==> config.mk <==
export PLATFORM = sky130hd
export DESIGN_NAME = mpsm_ctrl
export DESIGN_NICKNAME = d
export VERILOG_FILES = /design/src/rtl/mpsm_pkg.sv /design/src/rtl/mpsm_ctrl.sv
export SDC_FILE = /design/constraint.sdc
export NUM_CORES = 1
export LEC_CHECK = 0
export BUFFER_PORTS_ARGS = -buffer_cell sky130_fd_sc_hd__buf_2
export CAP_MARGIN = 20
export CORE_MARGIN = 5
export CORE_UTILIZATION = 39
export CTS_BUF_LIST = sky130_fd_sc_hd__clkbuf_8 sky130_fd_sc_hd__clkbuf_16
export CTS_CLUSTER_DIAMETER = 40
export DETAILED_ROUTE_END_ITERATION = 7
export PLACE_DENSITY = 0.65
export SYNTH_ARGS = -nofsm -noshare
export SYNTH_HDL_FRONTEND = slang
export SYNTH_SLANG_ARGS = --single-unit
==> constraint.sdc <==
create_clock -name i_clk -period 7.09 [get_ports i_clk]
set_clock_uncertainty 0.05 [all_clocks]
set_input_delay 0.709 -clock i_clk [delete_from_list [all_inputs] [get_ports i_clk]]
set_output_delay 0.709 -clock i_clk [all_outputs]
set_load 0.02 [all_outputs]
==> src/rtl/mpsm_pkg.sv <==
// ----------------------------------------------------------------------------
// mpsm_pkg
// Shared types and constants of the product-scanning multiplier core.
// ----------------------------------------------------------------------------
package mpsm_pkg;

    localparam int FIELD_W = 64;   // limb field width on the ports
    localparam int POS_W   = 5;    // limb_position width

    // Register index decoded from the config address
    localparam logic [0:0] REG_LIMB_COUNT = 1'b0;

    typedef struct packed {
        logic [FIELD_W-1:0] u_limb;
        logic [FIELD_W-1:0] v_limb;
    } t_operands;

    typedef struct packed {
        logic [FIELD_W-1:0] product_limb;
        logic [POS_W-1:0]   limb_position;
        logic               last_limb;
    } t_result;

    // Tag that travels with each slot down the multiply pipe
    typedef struct packed {
        logic             prod;   // slot carries a limb product
        logic             emit;   // column ends here: emit low limb, shift
        logic             last;   // most significant product limb
        logic [POS_W-1:0] pos;
    } t_slot;

    typedef struct packed {
        logic  wr_en;   // write operand pair to the stores
        logic  issue;   // launch a slot into the pipe
        t_slot slot;
    } t_ctl_cmd;

    typedef struct packed {
        logic pipe_busy;
    } t_dp_status;

endpackage

==> src/rtl/mpsm_ctrl.sv <==
// ----------------------------------------------------------------------------
// mpsm_ctrl
// Load counter and column/row scan sequencer of the multiplier.
// ----------------------------------------------------------------------------
module mpsm_ctrl #(
    parameter int MAX_LIMBS = 16,
    parameter int IDX_W     = 4
) (
    input  logic                  i_clk,
    input  logic                  i_rst_n,
    input  logic                  i_start,
    input  logic                  i_cfg_wr,
    input  logic [4:0]            i_limb_count,
    input  mpsm_pkg::t_dp_status  i_status,
    output logic                  o_busy,
    output mpsm_pkg::t_ctl_cmd    o_cmd,
    output logic [IDX_W-1:0]      o_wr_idx,
    output logic [IDX_W-1:0]      o_rd_i,
    output logic [IDX_W-1:0]      o_rd_j
);
    import mpsm_pkg::*;

    localparam int CNT_W = $clog2(MAX_LIMBS + 1);
    localparam int COL_W = (MAX_LIMBS > 1) ? $clog2(2 * MAX_LIMBS) : 1;

    typedef enum logic [1:0] {
        S_IDLE,
        S_SCAN,
        S_FINAL,
        S_DRAIN
    } t_state;

    t_state           r_state, n_state;
    logic [CNT_W-1:0] r_load, n_load;
    logic [COL_W-1:0] r_col, n_col;
    logic [IDX_W-1:0] r_i, n_i;
    logic [IDX_W-1:0] r_j, n_j;

    logic [CNT_W-1:0] w_n;
    logic [IDX_W-1:0] w_nm1;
    logic [CNT_W:0]   w_load_inc;
    logic [COL_W:0]   w_c1;
    logic [COL_W:0]   w_col_max;
    logic             w_col_end;
    logic             w_col_last;

    // effective limb count: zero reads as one, large values saturate
    always_comb begin
        if (i_limb_count == 5'd0) begin
            w_n = CNT_W'(1);
        end else if (int'(i_limb_count) > MAX_LIMBS) begin
            w_n = CNT_W'(MAX_LIMBS);
        end else begin
            w_n = CNT_W'(i_limb_count);
        end
    end

    assign w_nm1      = IDX_W'(w_n - 1'b1);
    assign w_load_inc = {1'b0, r_load} + 1'b1;
    assign w_c1       = {1'b0, r_col} + 1'b1;
    assign w_col_max  = (COL_W + 1)'(2 * int'(w_n) - 2);
    assign w_col_end  = (r_i == w_nm1) || (r_j == '0);
    assign w_col_last = ({1'b0, r_col} == w_col_max);

    assign o_wr_idx = r_load[IDX_W-1:0];
    assign o_rd_i   = r_i;
    assign o_rd_j   = r_j;
    assign o_busy   = (r_state != S_IDLE);

    always_comb begin
        n_state = r_state;
        n_load  = r_load;
        n_col   = r_col;
        n_i     = r_i;
        n_j     = r_j;
        o_cmd   = '0;
        case (r_state)
            S_IDLE: begin
                if (i_start) begin
                    o_cmd.wr_en = 1'b1;
                    if (w_load_inc == {1'b0, w_n}) begin
                        n_state = S_SCAN;
                        n_load  = '0;
                        n_col   = '0;
                        n_i     = '0;
                        n_j     = '0;
                    end else begin
                        n_load = w_load_inc[CNT_W-1:0];
                    end
                end
                if (i_cfg_wr) begin
                    n_load = '0;
                end
            end
            S_SCAN: begin
                o_cmd.issue     = 1'b1;
                o_cmd.slot.prod = 1'b1;
                o_cmd.slot.emit = w_col_end;
                o_cmd.slot.pos  = POS_W'(r_col);
                if (w_col_end) begin
                    if (w_col_last) begin
                        n_state = S_FINAL;
                    end else begin
                        n_col = w_c1[COL_W-1:0];
                        if (w_c1 < (COL_W + 1)'(w_n)) begin
                            n_i = '0;
                            n_j = IDX_W'(w_c1);
                        end else begin
                            n_i = IDX_W'(w_c1 - (COL_W + 1)'(w_n) + 1'b1);
                            n_j = w_nm1;
                        end
                    end
                end else begin
                    n_i = r_i + 1'b1;
                    n_j = r_j - 1'b1;
                end
            end
            S_FINAL: begin
                // top column has no products, only the leftover accumulator
                o_cmd.issue     = 1'b1;
                o_cmd.slot.emit = 1'b1;
                o_cmd.slot.last = 1'b1;
                o_cmd.slot.pos  = POS_W'(w_c1);
                n_state         = S_DRAIN;
            end
            S_DRAIN: begin
                if (!i_status.pipe_busy) begin
                    n_state = S_IDLE;
                end
            end
            default: begin
                n_state = S_IDLE;
            end
        endcase
    end

    always_ff @(posedge i_clk) begin
        if (!i_rst_n) begin
            r_state <= S_IDLE;
            r_load  <= '0;
            r_col   <= '0;
            r_i     <= '0;
            r_j     <= '0;
        end else begin
            r_state <= n_state;
            r_load  <= n_load;
            r_col   <= n_col;
            r_i     <= n_i;
            r_j     <= n_j;
        end
    end

endmodule

Word level (Yosys, flattened, before mapping)
Index checks and enable logic that the tools add are counted.
Widths: inputs -> output; s select.
Storage, ports and cells
  output and inout port bits: 23
  flip-flop bits (word level): 20
Cells by class
  eq/ne operators: 13
  muxes and demuxes: 33
  reductions and logical operators: 12
  magnitude comparators: 2
  $add $sub $neg: 8
Operators by type and width (count)
  $mux 5: 9
  $mux 4: 8
  $pmux 5 s2: 2
  $pmux 4 s2: 2
  $add 5x1->6 const B: 2
  $ne 2x2->1 const B: 6
  $mux 2: 5
  $reduce_and 5->1: 2
  $add 4x1->4 const B: 2
  $pmux 2 s4: 1
  $sub 4x1->4 const B: 2
  $eq 5x6->1: 1
  $eq 6x5->1: 1
  $lt 6x5->1: 1
  $reduce_bool 2->1: 3
  $sub 6x2->6 const B: 1
  $gt 5x5->1 const B: 1
  $logic_not 5->1: 1
  $mux 1: 5
  $eq 2x2->1 const B: 2
  $eq 4x4->1: 1
  $logic_not 4->1: 1
  $reduce_and 4->1: 1
  $sub 4x4->4: 1
  other kinds (7): 7

Longest topological paths before layout
Gate-level depths: netlist of run 1.
  depth after elaboration: 9
  mapped depth: 13

Least setup slack after synthesis of run 1
No wires, ideal clock.
  path kind: input port to output port
  start: input i_limb_count[1]
  end: output o_cmd[6] (netlist bit)
  setup slack: 3.589 ns
  stages on the path: 10
  arrival time: 2.742 ns
  path through: nor3_1 o21ai_2 ha_1 buf_1 xnor3_1 o211ai_2 o21ai_4 buf_2 a21oi_1 nor2b_1
RTL lines
  start: declaration: RTL line mpsm_ctrl.sv:13  | input logic [4:0] i_limb_count,
  end: declaration: RTL line mpsm_ctrl.sv:16  | output mpsm_pkg::t_ctl_cmd o_cmd,

==> qor.yml, run 1 <==
yosys:
  ys_async_sr_fraction_pct: 0
  synthFlopType: "dfxtp_1"
  synth_area_leader_cell: "dfxtp_1"
  seq_area_frac_synth_pct: 19.5
  synth_cell_type_count: 57
  syn_inst: 257
  ys_top_cells_by_area: "dfxtp_1, ha_1, mux2i_1"
  netlist.area_leader.share_pct: 19.5
  yosys.cell_count.top_type: "nand2_1"
  synth_common_cells: "nand2_1, dfxtp_1, inv_1, ha_1, mux2i_1"
  synth_edf_count: 0
  yosys_warnings: 0
  ys_ff_latch: 20
  synth_nets: 287
  synth.cell_area_sq_mm: 0.00205
  avgSynthCellArea_sq_um: 7.97
detailed_routing:
  drt_iter0_markers: 129
  antenna_left: 0
  drc: 0
  vias: 1865
  wl_microns: 4950
  drt-wirelength-per-cell_microns: 14.3
  first_pass_iters: 4
  via_per_inst: 5.39
cells_and_area:
  area_growth_pct: 11.0
  layout.nets: 307
  antenna_cells: 0
  drive_gt1_share_pct: 16.7
  fill_cells: 543
  final_cell_count_no_fill: 346
setup_path:
  worst_setup_path_end_kind: "output port"
  crit_top_cell: "buf_2"
  reg2reg_slack_ps: 4360
  arrival_ps: 2930
  crit_chain: "buf_2, nor3_1, o21ai_2, ha_1, xnor3_1, o211ai_2, o21ai_4, a21oi_1, nor2b_1, buf_2"
  crit_path_start_kind: "input port"
  critPathTopFamily: "compound AO/OA/AOI/OAI gates"
  slowest_stage: "o21ai_4"
  slowest_delay_ps: 420
  critPathRequiredTime_ps: 6330
  critPathMaxFanout: 17
  crit_type: "input port to output port"
  critPathBufInv: 2
grt:
  grt_max_degree: 26
  grt_util_all_layers_pct: 15.8
  antenna_found_initial: 0
  overflow: 0
  grt_pass1_wl_microns: 8380
  first_global_vias: 1731
clock_tree:
  cts_root_buffer: "clkbuf_8"
  cts_hold_buf: 0
  clk_latency_ps: 270
  htreeDepth: 1
  postCtsSetupBuffers: 0
  cts_buffers: 3
  cts_tree: "built"
  cts.sinks: 20
  cts_resized: 0
  clk_pin_slew_ps: 70
  cts_buffer_depth: 2
power_and_ir_drop:
  p_clk_share_pct: 29.1
  leakage_nw: 1.06
  powerDensity_mw_per_mm2: 175
  intPower_uw: 252
  vdd_drop_max_v: 0.0000813
  power_frac_comb_pct: 40.1
  seqPwrFrac_pct: 30.8
  p_sw_uw: 147
  p_sw_share_pct: 36.9
  p_total_uw: 399
sta:
  fmax_ghz: 0.271
  fin_hold_ws_ps: 449
  maxSlewHeadroom_pct: 64.9
  period_share_pct: 52.0
  tightest_slew_ps: 525
  setup_viol_count_final: 0
  maxSlewViolCount: 0
  post-route-min-period_ps: 3690
  finalSetupTns_ps: 0
  rsz0062_at_grt: "no"
  hold_viol: 0
die:
  ioPinCount: 33
  rows: 26
  die_area_sq_mm: 0.00680
  start_util_pct: 40.1
  die_x_microns: 82.5
  fp.dieH_microns: 82.5
  core_area_sq_mm: 0.00511
place:
  io_buffer_count: 32
  dpl.cell_count: 342
  gp_congestion: 0.871
  dpl.hpwl_microns: 3860
run_status:
  outcome: "complete, no violations"
job:
  drv_cap: 0
worst_hold_path:
  hold_path_class: "flip-flop to flip-flop"
-- power by group through the flow --
stage                     Combinational [mW]  Sequential [mW]  Clock, mW
after floorplan                        0.126            0.124          0
after global placement                 0.159            0.126          0
after detailed placement               0.160            0.126          0
after CTS                              0.161            0.123      0.119
after global routing                   0.178            0.124      0.124
final                                  0.160            0.123      0.116
-- metal layers --
| metal | global-route usage [%] | vias to the layer above | share of wire, % |
|---|---|---|---|
| met2 | 25.6 | 37 | 46 |
| met4 | 5.72 | 0 | 1.8 |
| met1 | 20.9 | 876 | 49 |
| met3 | 2.82 | 8 | 3.2 |
| met5 | 0 | - | 0 |
| li1 | - | 944 | - |
-- state kept, by name, summed over array words and instances, names as in the netlist --
| register | cells |
|---|---|
| r_col | 5 |
| r_load | 5 |
| o_rd_i | 4 |
| o_rd_j | 4 |
| r_state | 2 |
-- kinds of logic (layout without fill, tap and decap cells) --
| logic type | after synthesis | after routing | synth area share (%) |
|---|---|---|---|
| AOI/OAI and AO/OA | 51 | 51 | 18.4 |
| xor gates and xnor gates | 20 | 20 | 9.58 |
| adders and majority gates | 20 | 20 | 12.9 |
| buffers and inverters | 36 | 55 | 8.00 |
| DFF | 20 | 20 | 19.5 |
| muxes | 15 | 15 | 7.39 |
| and+or+nand+nor | 95 | 95 | 24.1 |
-- worst reg2reg max path, delay by kind of cell, from the launching register on --
| family | cells | cell delay, ps |
|---|---|---|
| AND/OR/NAND/NOR | 4 | 1110 |
| adder cells (fa/ha/maj) | 1 | 330 |
| flip-flops | 1 | 480 |
| XOR/XNOR | 1 | 450 |
| AO/OA/AOI/OAI | 2 | 210 |
-- worst paths after layout --
check	start	endpoint	cells after the start
setup / recovery	i_limb_count[1]	o_cmd[6]	10
hold / removal	o_rd_j[1]	o_rd_j[1]	2
setup reg to reg	r_col[2]	o_rd_j[0]	8
hold reg to reg	o_rd_j[1]	o_rd_j[1]	2
-- final cells by class --
type	count	area, sq um	share of cell area [%]
Inverter	19	71.3	3.13
Multi-Input combinational cell	201	1490	65.3
Clock buffer	3	41.3	1.81
Sequential cell	20	400	17.6
Clock inverter	1	30.0	1.32
Tap cell	70	87.6	3.85
Timing Repair Buffer	32	160	7.04
-- per-stage QoR --
stage	setup slack (ps)	cell area, sq um	util, %
after detailed placement	3390	2200	43.2
final	3400	2280	44.6
after floorplan	3590	2050	-
after global routing	3220	2280	44.6
after CTS	3400	2280	44.6
after global placement	3450	2200	43.2
-- cells in the final DEF, fill, tap and decap left out, types with 4 or more instances in the layout --
cell      count
mux2i_1      14
o21ai_0      12
a31oi_1       4
ha_1         18
nor2_1        5
xor2_1        8
and3_1        5
nor3_1        4
xnor2_1      10
buf_2        32
dfxtp_1      20
nand3_1      13
a21oi_1       7
a22oi_1       5
nand2_1      37
o211ai_1      6
inv_1        19
nor2b_1       9
nand4_1       4
(Power assumes the default switching activity.)
==> run 2: changes to the inputs <==
- clock period: 7.09 -> 3.5 ns (I/O delays scaled with it)
==> run 2 against run 1 <==
Effect of this change: combinational power up 100%; critical path depth unchanged; clock-buffer cell count up 1; largest power group unchanged; non-clock buffer count up 1; wire length up 0.57%; core utilization down 0.17 points; sequential power up 100%; largest cell class unchanged; final cell count up 0.29%; via count down 1.2%; sequential share of layout area up 0.068 points; register-to-register slack worse by 3600 ps; critical path type unchanged.
==> qor.yml, run 2 (synthesis results as in run 1) <==
run_status:
  outcome: "complete, no violations"
clock_tree:
  cts_root_buffer: "clkbuf_8"
  clk_pin_slew_ps: 80  # about the same
  clk_latency_ps: 270  # about the same
  postCtsSetupBuffers: 0  # unchanged
  htreeDepth: 1  # unchanged
  cts_hold_buf: 0  # unchanged
  cts_buffer_depth: 2  # unchanged
  cts_buffers: 3  # unchanged
  cts_resized: 0  # unchanged
  cts_tree: "built"
  cts.sinks: 20  # unchanged
sta:
  fmax_ghz: 0.335
  tightest_slew_ps: 517  # -8.28 ps
  setup_ws_ps: 516  # -2890 ps
  setup_viol_count_final: 0  # unchanged
  post-route-min-period_ps: 2980
  rsz0062_at_grt: "no"
  finalSetupTns_ps: 0  # unchanged
  hold_viol: 0  # unchanged
  maxSlewHeadroom_pct: 65.5  # +0.62 points
  period_share_pct: 85.2
  maxSlewViolCount: 0  # unchanged
cells_and_area:
  fill_cells: 542  # -0.18%
  antenna_cells: 0  # unchanged
  area_growth_pct: 10.6
  final_common_cell: "nand2_1"
  largestRegisters: "r_col (5), r_load (5)"
  drive_gt1_share_pct: 17.0  # +0.30 points
  layout.nets: 308  # +0.33%
  layout_common_cells: "nand2_1, buf_2, dfxtp_1"
detailed_routing:
  drt_iter0_markers: 125  # -3.1%
  drc: 0  # unchanged
  vias: 1843  # -1.2%
  first_pass_iters: 4  # unchanged
  antenna_left: 0  # unchanged
  wl_microns: 4980  # +0.57%
  via_per_inst: 5.31  # -1.5%
  drt-wirelength-per-cell_microns: 14.3  # +0.28%
worst_hold_path:
  hold_path_class: "input port to flip-flop"
setup_path:
  critPathLaunch: "i_limb_count[1]"
  slowest_stage: "o21ai_4"
  arrival_ps: 2580  # -350 ps
  critPathBufInv: 2  # unchanged
  critPathRequiredTime_ps: 3100  # -3230 ps
  reg2reg_slack_ps: 770  # -3590 ps
  crit_path_start_kind: "input port"
  path_depth: 10  # unchanged
  r2r-start: "r_col[0]"
  critPathMaxFanout: 17  # unchanged
  crit_chain: "buf_2, nor3_1, o21ai_2, ha_1, xnor3_1, o211ai_2, o21ai_4, a21oi_1, nor2b_1, buf_2"
  crit_top_cell: "buf_2"
  slowest_delay_ps: 420  # about the same
  crit_type: "input port to output port"
  critPathTopFamily: "compound AO/OA/AOI/OAI gates"
  timing.rr.end: "o_rd_j[0]"
  endpoint: "o_cmd[6]"
  rr_worst_depth: 9  # +1
  worst_setup_path_end_kind: "output port"
place:
  gp_congestion: 0.860  # -1.3%
  pre_cts_slack_ps: 457  # -2940 ps
  dpl.hpwl_microns: 3810  # -1.1%
  io_buffer_count: 32  # unchanged
die:
  die_area_sq_mm: 0.00680  # unchanged
  die_x_microns: 82.5  # unchanged
  core_area_sq_mm: 0.00511  # unchanged
  rows: 26  # unchanged
  fp.dieH_microns: 82.5  # unchanged
  start_util_pct: 40.1  # unchanged
  ioPinCount: 33  # unchanged
power_and_ir_drop:
  powerDensity_mw_per_mm2: 336  # +92%
  vdd_drop_max_v: 0.000153  # +88%
  leakage_nw: 1.05  # -0.17%
grt:
  first_global_vias: 1676  # -3.2%
  grt_util_all_layers_pct: 15.4  # -0.38 points
  antenna_found_initial: 0  # unchanged
  grt_pass1_wl_microns: 8200  # -2.1%
  overflow: 0  # unchanged
  grt_max_degree: 26  # unchanged
job:
  drv_cap: 0  # unchanged
-- run 2: layer usage --
metal | wire length (microns) | global-route usage (%) | share of wire (%) | vias to the layer above
met3 | 229 | 2.71 | 4.6 | 4
li1 | - | - | - | 942
met5 | 0 | 0 | 0 | -
met1 | 2450 | 21.4 | 49 | 858
met2 | 2240 | 24.4 | 45 | 39
met4 | 58 | 4.41 | 1.2 | 0
-- run 2: metrics by stage --
stage	util [%]	instance area, sq um	instances	total power, mW	hold WS, ps
after global routing	44.4	2270	347	0.811	388
final	44.4	2270	347	0.763	355
after global placement	43.3	2210	343	0.576	430
after detailed placement	43.3	2210	343	0.581	444
after CTS	44.4	2270	347	0.766	351
after floorplan	-	2050	257	0.508	418
-- run 2: how the worst min path moves through the flow --
| stage | start | endpoint | cells past startpoint |
|---|---|---|---|
| final | i_cfg_wr | r_load[0] | 4 |
| after global routing | i_cfg_wr | r_load[0] | 4 |
| after CTS | i_cfg_wr | r_load[0] | 4 |
| after detailed placement | o_rd_j[1] | o_rd_j[1] | 2 |
| after global placement | r_state[1] | r_state[1] | 2 |
| after floorplan | r_state[1] | r_state[1] | 2 |
-- run 2: area by class of cell --
| type | instances | area (sq um) | area share (%) |
|---|---|---|---|
| Inverter | 19 | 71.3 | 3.15 |
| Multi-Input combinational cell | 201 | 1490 | 65.5 |
| Sequential cell | 20 | 400 | 17.7 |
| Clock buffer | 4 | 55.1 | 2.43 |
| Tap cell | 70 | 87.6 | 3.86 |
| Timing Repair Buffer | 33 | 168 | 7.40 |
-- run 2: where the power goes --
group | switching [mW] | internal [mW]
registers | 0.0126 | 0.237
clock network | 0.0845 | 0.100
logic | 0.208 | 0.121
-- run 2: tightest hold or removal path: cells and delay by family --
family / cells / cell delay (ps)
buffers and inverters: 1 / 90
AOI/OAI and AO/OA: 2 / 130
and+or+nand+nor: 1 / 60
